<file path="src/lfa_pkg.sv">
package lfa_pkg;

	// Sizing
	localparam int MAX_FRAMES = 1024;
	localparam int PAGE_BYTES = 256;
	localparam int PAGE_SHIFT = $clog2(PAGE_BYTES);
	localparam int MEM_W      = 19;
	localparam int FRAME_W    = 10;
	localparam int ADDR_W     = $clog2(MAX_FRAMES);
	localparam int CNT_W      = $clog2(MAX_FRAMES) + 1;
	localparam int RAW_W      = MEM_W - PAGE_SHIFT;

	localparam logic [MEM_W-1:0] MEM_BYTES_RST = MEM_W'(262144);

	typedef enum logic {
		REQ_ALLOC = 1'b0,
		REQ_FREE  = 1'b1
	} req_type_t;

	typedef enum logic [1:0] {
		ST_OK    = 2'd0,
		ST_EMPTY = 2'd1,
		ST_FULL  = 2'd2
	} status_t;

	typedef struct packed {
		req_type_t          req_type;
		logic [FRAME_W-1:0] frame_in;
	} req_t;

	typedef struct packed {
		logic [FRAME_W-1:0] frame_out;
		status_t            status;
	} rsp_t;

	typedef enum logic {
		S_IDLE,
		S_POP
	} state_t;

endpackage

</file>
<file path="src/lfa_size_reg.sv">
module lfa_size_reg
	import lfa_pkg::*;
(
	input  logic             clk,
	input  logic             arst_n,
	input  logic             wr,
	input  logic [MEM_W-1:0] wdata,
	output logic [CNT_W-1:0] frame_total
);

	logic [MEM_W-1:0] mem_bytes_q;
	logic [RAW_W-1:0] raw_frames;

	// Size register
	always_ff @(posedge clk or negedge arst_n) begin
		if (!arst_n) begin
			mem_bytes_q <= MEM_BYTES_RST;
		end else if (wr) begin
			mem_bytes_q <= wdata;
		end
	end

	// Frames = bytes / page size, capped at the stack depth
	assign raw_frames = mem_bytes_q[MEM_W-1:PAGE_SHIFT];

	always_comb begin
		if (32'(raw_frames) > 32'(MAX_FRAMES)) begin
			frame_total = CNT_W'(MAX_FRAMES);
		end else begin
			frame_total = CNT_W'(raw_frames);
		end
	end

endmodule

</file>
<file path="config.mk">
export PLATFORM = sky130hd
export DESIGN_NAME = lfa_size_reg
export DESIGN_NICKNAME = d
export VERILOG_FILES = /design/src/lfa_pkg.sv /design/src/lfa_size_reg.sv
export SDC_FILE = /design/constraint.sdc
export NUM_CORES = 1
export LEC_CHECK = 0
export ABC_AREA = 1
export BUFFER_PORTS_ARGS = -buffer_cell sky130_fd_sc_hd__buf_4
export CAP_MARGIN = 0
export CORE_MARGIN = 1.5
export CORE_UTILIZATION = 35
export DETAILED_ROUTE_END_ITERATION = 6
export GPL_TIMING_DRIVEN = 0
export PLACE_DENSITY_LB_ADDON = 0.15
export SLEW_MARGIN = 20
export SYNTH_ARGS = -nofsm -noshare
export SYNTH_HDL_FRONTEND = slang
export SYNTH_SLANG_ARGS = --single-unit
</file>
<file path="constraint.sdc">
create_clock -name clk -period 1.15 [get_ports clk]
set_input_delay 0.2875 -clock clk [delete_from_list [all_inputs] [get_ports clk]]
set_output_delay 0.2875 -clock clk [all_outputs]
set_load 0.02 [all_outputs]
</file>
==> results.yml <==
min_path:
  hold_path_class: "input port to flop"
  min_from: "wr"
  holdPathStages: 2
  worstHoldEndpoint: "mem_bytes_q[18]"
timing:
  fmax_ghz: 0.598
  hold_viol: 0
  finalCriticalPeriod_ps: 1670
  grt_setup_unrepaired: "yes"
  max_slew_margin_pct: 75.3
  final-setup-viol-count: 11
  post-route-period-util_pct: 145
  layout_setup_ws_ps: -521
  drv_slew: 0
  fin_setup_tns_ps: -5430
  finClkSkew_ps: 0
  tightest_slew_ps: 370
place:
  port_buffers: 24
  hpwl_um: 807
  gp_congestion: 0.692
  dp_cells: 104
clock_tree:
  clock_latency_ps: 270
  cts_tree: "done"
  htreeDepth: 1
  clock_path_buffers: 2
  clock-sinks: 11
  clk_pin_slew_ps: 70
  numCtsBuffers: 3
  clock-root-buffer: "clkbuf_4"
yosys:
  synthCells: 65
  syn_area_um2: 500
  yosysSeqAreaShare_pct: 55.3
  ys_ff_latch: 11
  ys_warn_count: 0
  yosysUniqueCellTypes: 11
  synth_nets: 87
  syn_avg_cell_area_um2: 7.70
worst_setup_path:
  critPathMaxFanout: 9
  r2r-start: "mem_bytes_q[18]"
  end_kind: "primary output"
  crit_type: "flop to primary output"
  rr_worst_depth: 2
  max_stage_delay_ps: 540
  crit_required_ps: 860
  reg2reg_slack_ps: 340
  crit_chain: "inv_2 -> nor2_4 -> nor2_2 -> buf_6"
  crit_arrival_ps: 1380
  critPathSlowestCell: "dfstp_2"
  r2r-end: "mem_bytes_q[18]"
  start_kind: "flop"
drt:
  post_drt_wl_per_cell_um: 9.97
  drt_iter0_drc: 0
  vias_per_cell: 4.60
  vias: 515
  drc: 0
  final_antenna_net_count: 0
  dr.pass1.iters: 1
  totalWireLength_um: 1120
power:
  ir_drop_mv: 0.939
  p_sw_share_pct: 30.3
  p_comb_share_pct: 29.9
  clockPowerShare_pct: 26.6
  intPower_uw: 705
  p_seq_share_pct: 43.5
  p_sw_uw: 306
  powerDensity_mw_per_mm2: 1210
  leakagePower_uw: 0.000424
final_layout:
  top_register: "mem_bytes_q"
  top_regs: "mem_bytes_q (11)"
  largest_reg_flops: 11
  antenna-diode-count: 0
  drive_gt1_share_pct: 46.4
  layout_commonest_cell: "buf_4"
  fin_nets: 120
  layoutNonFillerInstCount: 112
  area_delta_synth_final_pct: 66.7
  final_cell_mix: "16 x buf_4, 11 x nand2_1, 11 x o21ai_0, 11 x buf_6"
floorplan:
  die_y_um: 40.8
  die_w_um: 40.8
  num_rows: 13
  die_area_mm2: 0.00167
  core_area_mm2: 0.00132
  start_util_pct: 38.0
  io_pins: 33
global_routing:
  grt_util_met2_pct: 25.0
  grt_max_degree: 12
  grt.overflow.total: 0
  first_global_vias: 400
  antenna_found_initial: 0
  groute.usage.overall_pct: 17.3
  met1_usage_pct: 19.7
  grt_pass1_wl_um: 1720
  grt_use_met3_pct: 9.78
  busiest_layer: "met2"
outcome:
  status: "complete, but fails checks"
  violations: "negative setup slack"
run:
  drv_cap: 0
## cell type report
class	count	area, um^2
timing repair buffer	28	254
clock buffer	4	26.3
fill	124	483
sequential	11	277
buffer	3	13.8
multi-input combinational	40	204
inverter	11	41.3
tap	15	18.8
## worst max-delay path, delay by kind of cell, from the launching register on
kind,cells,cell delay (ps)
buffers and inverters,2,190
DFF,1,540
and+or+nand+nor,2,390
## per-layer routing
metal,part of all wire (%),vias to the layer above
met1,45,237
met2,47,16
li1,-,258
met5,0,-
met3,6.4,4
met4,1.9,0
## how the worst max path moves through the flow
stage / slack (ps) / from / end / cells past startpoint
after floorplan: -100 / mem_bytes_q[17] / frame_total[0] / 5
after global placement: -260 / mem_bytes_q[18] / frame_total[1] / 4
after detailed placement: -260 / mem_bytes_q[18] / frame_total[1] / 4
after CTS: -520 / mem_bytes_q[18] / frame_total[2] / 4
after global routing: -610 / mem_bytes_q[17] / frame_total[7] / 6
final: -520 / mem_bytes_q[18] / frame_total[2] / 4
## through the flow
| step | util [%] | hold WS (ps) | power, uW | setup WS (ps) | area [um^2] |
|---|---|---|---|---|---|
| 4_1_cts | 63.3 | 187 | 1030 | -522 | 835 |
| 3_5_place_dp | 55.7 | 129 | 709 | -260 | 734 |
| 6_report | 63.3 | 197 | 1010 | -521 | 835 |
| 3_3_place_gp | 55.7 | 128 | 705 | -259 | 734 |
| 5_1_grt | 63.3 | 189 | 1080 | -608 | 835 |
| 2_1_floorplan | - | -8.09 | 593 | -99.6 | 536 |
## cell usage after synthesis (all sizes together)
| library cell | n | area (um^2) |
|---|---|---|
| nand2 | 11 | 41.3 |
| nand3 | 2 | 10.0 |
| inv | 11 | 41.3 |
| dfstp | 1 | 26.3 |
| o21ai | 11 | 55.1 |
| buf | 1 | 5.00 |
| dfrtp | 10 | 250 |
| clkbuf | 2 | 8.75 |
| nor2 | 16 | 62.6 |
## what timing repair did
item / 4_1_cts / 5_1_grt
pin swaps: 1 / 1
hold buffers: 1 / 0
endpoints found under the hold margin: 10 / 0
setup buffers: 3 / 1
endpoints found under the setup margin: 11 / 11
resized for setup: 11 / 0
## cell families after synthesis
logic type,count (synthesis),synth area share [%]
AND/OR/NAND/NOR,29,22.8
buffers and inverters,14,11.0
flip-flops,11,55.3
AO/OA/AOI/OAI,11,11.0
## power groups by stage
stage	Combinational [uW]	Sequential, uW	Clock [uW]
6_report	303	440	269
5_1_grt	331	443	310
4_1_cts	306	440	281
3_5_place_dp	260	449	0
3_3_place_gp	258	447	0
2_1_floorplan	149	444	0
Note: power is estimated with default switching activity, not from simulation.
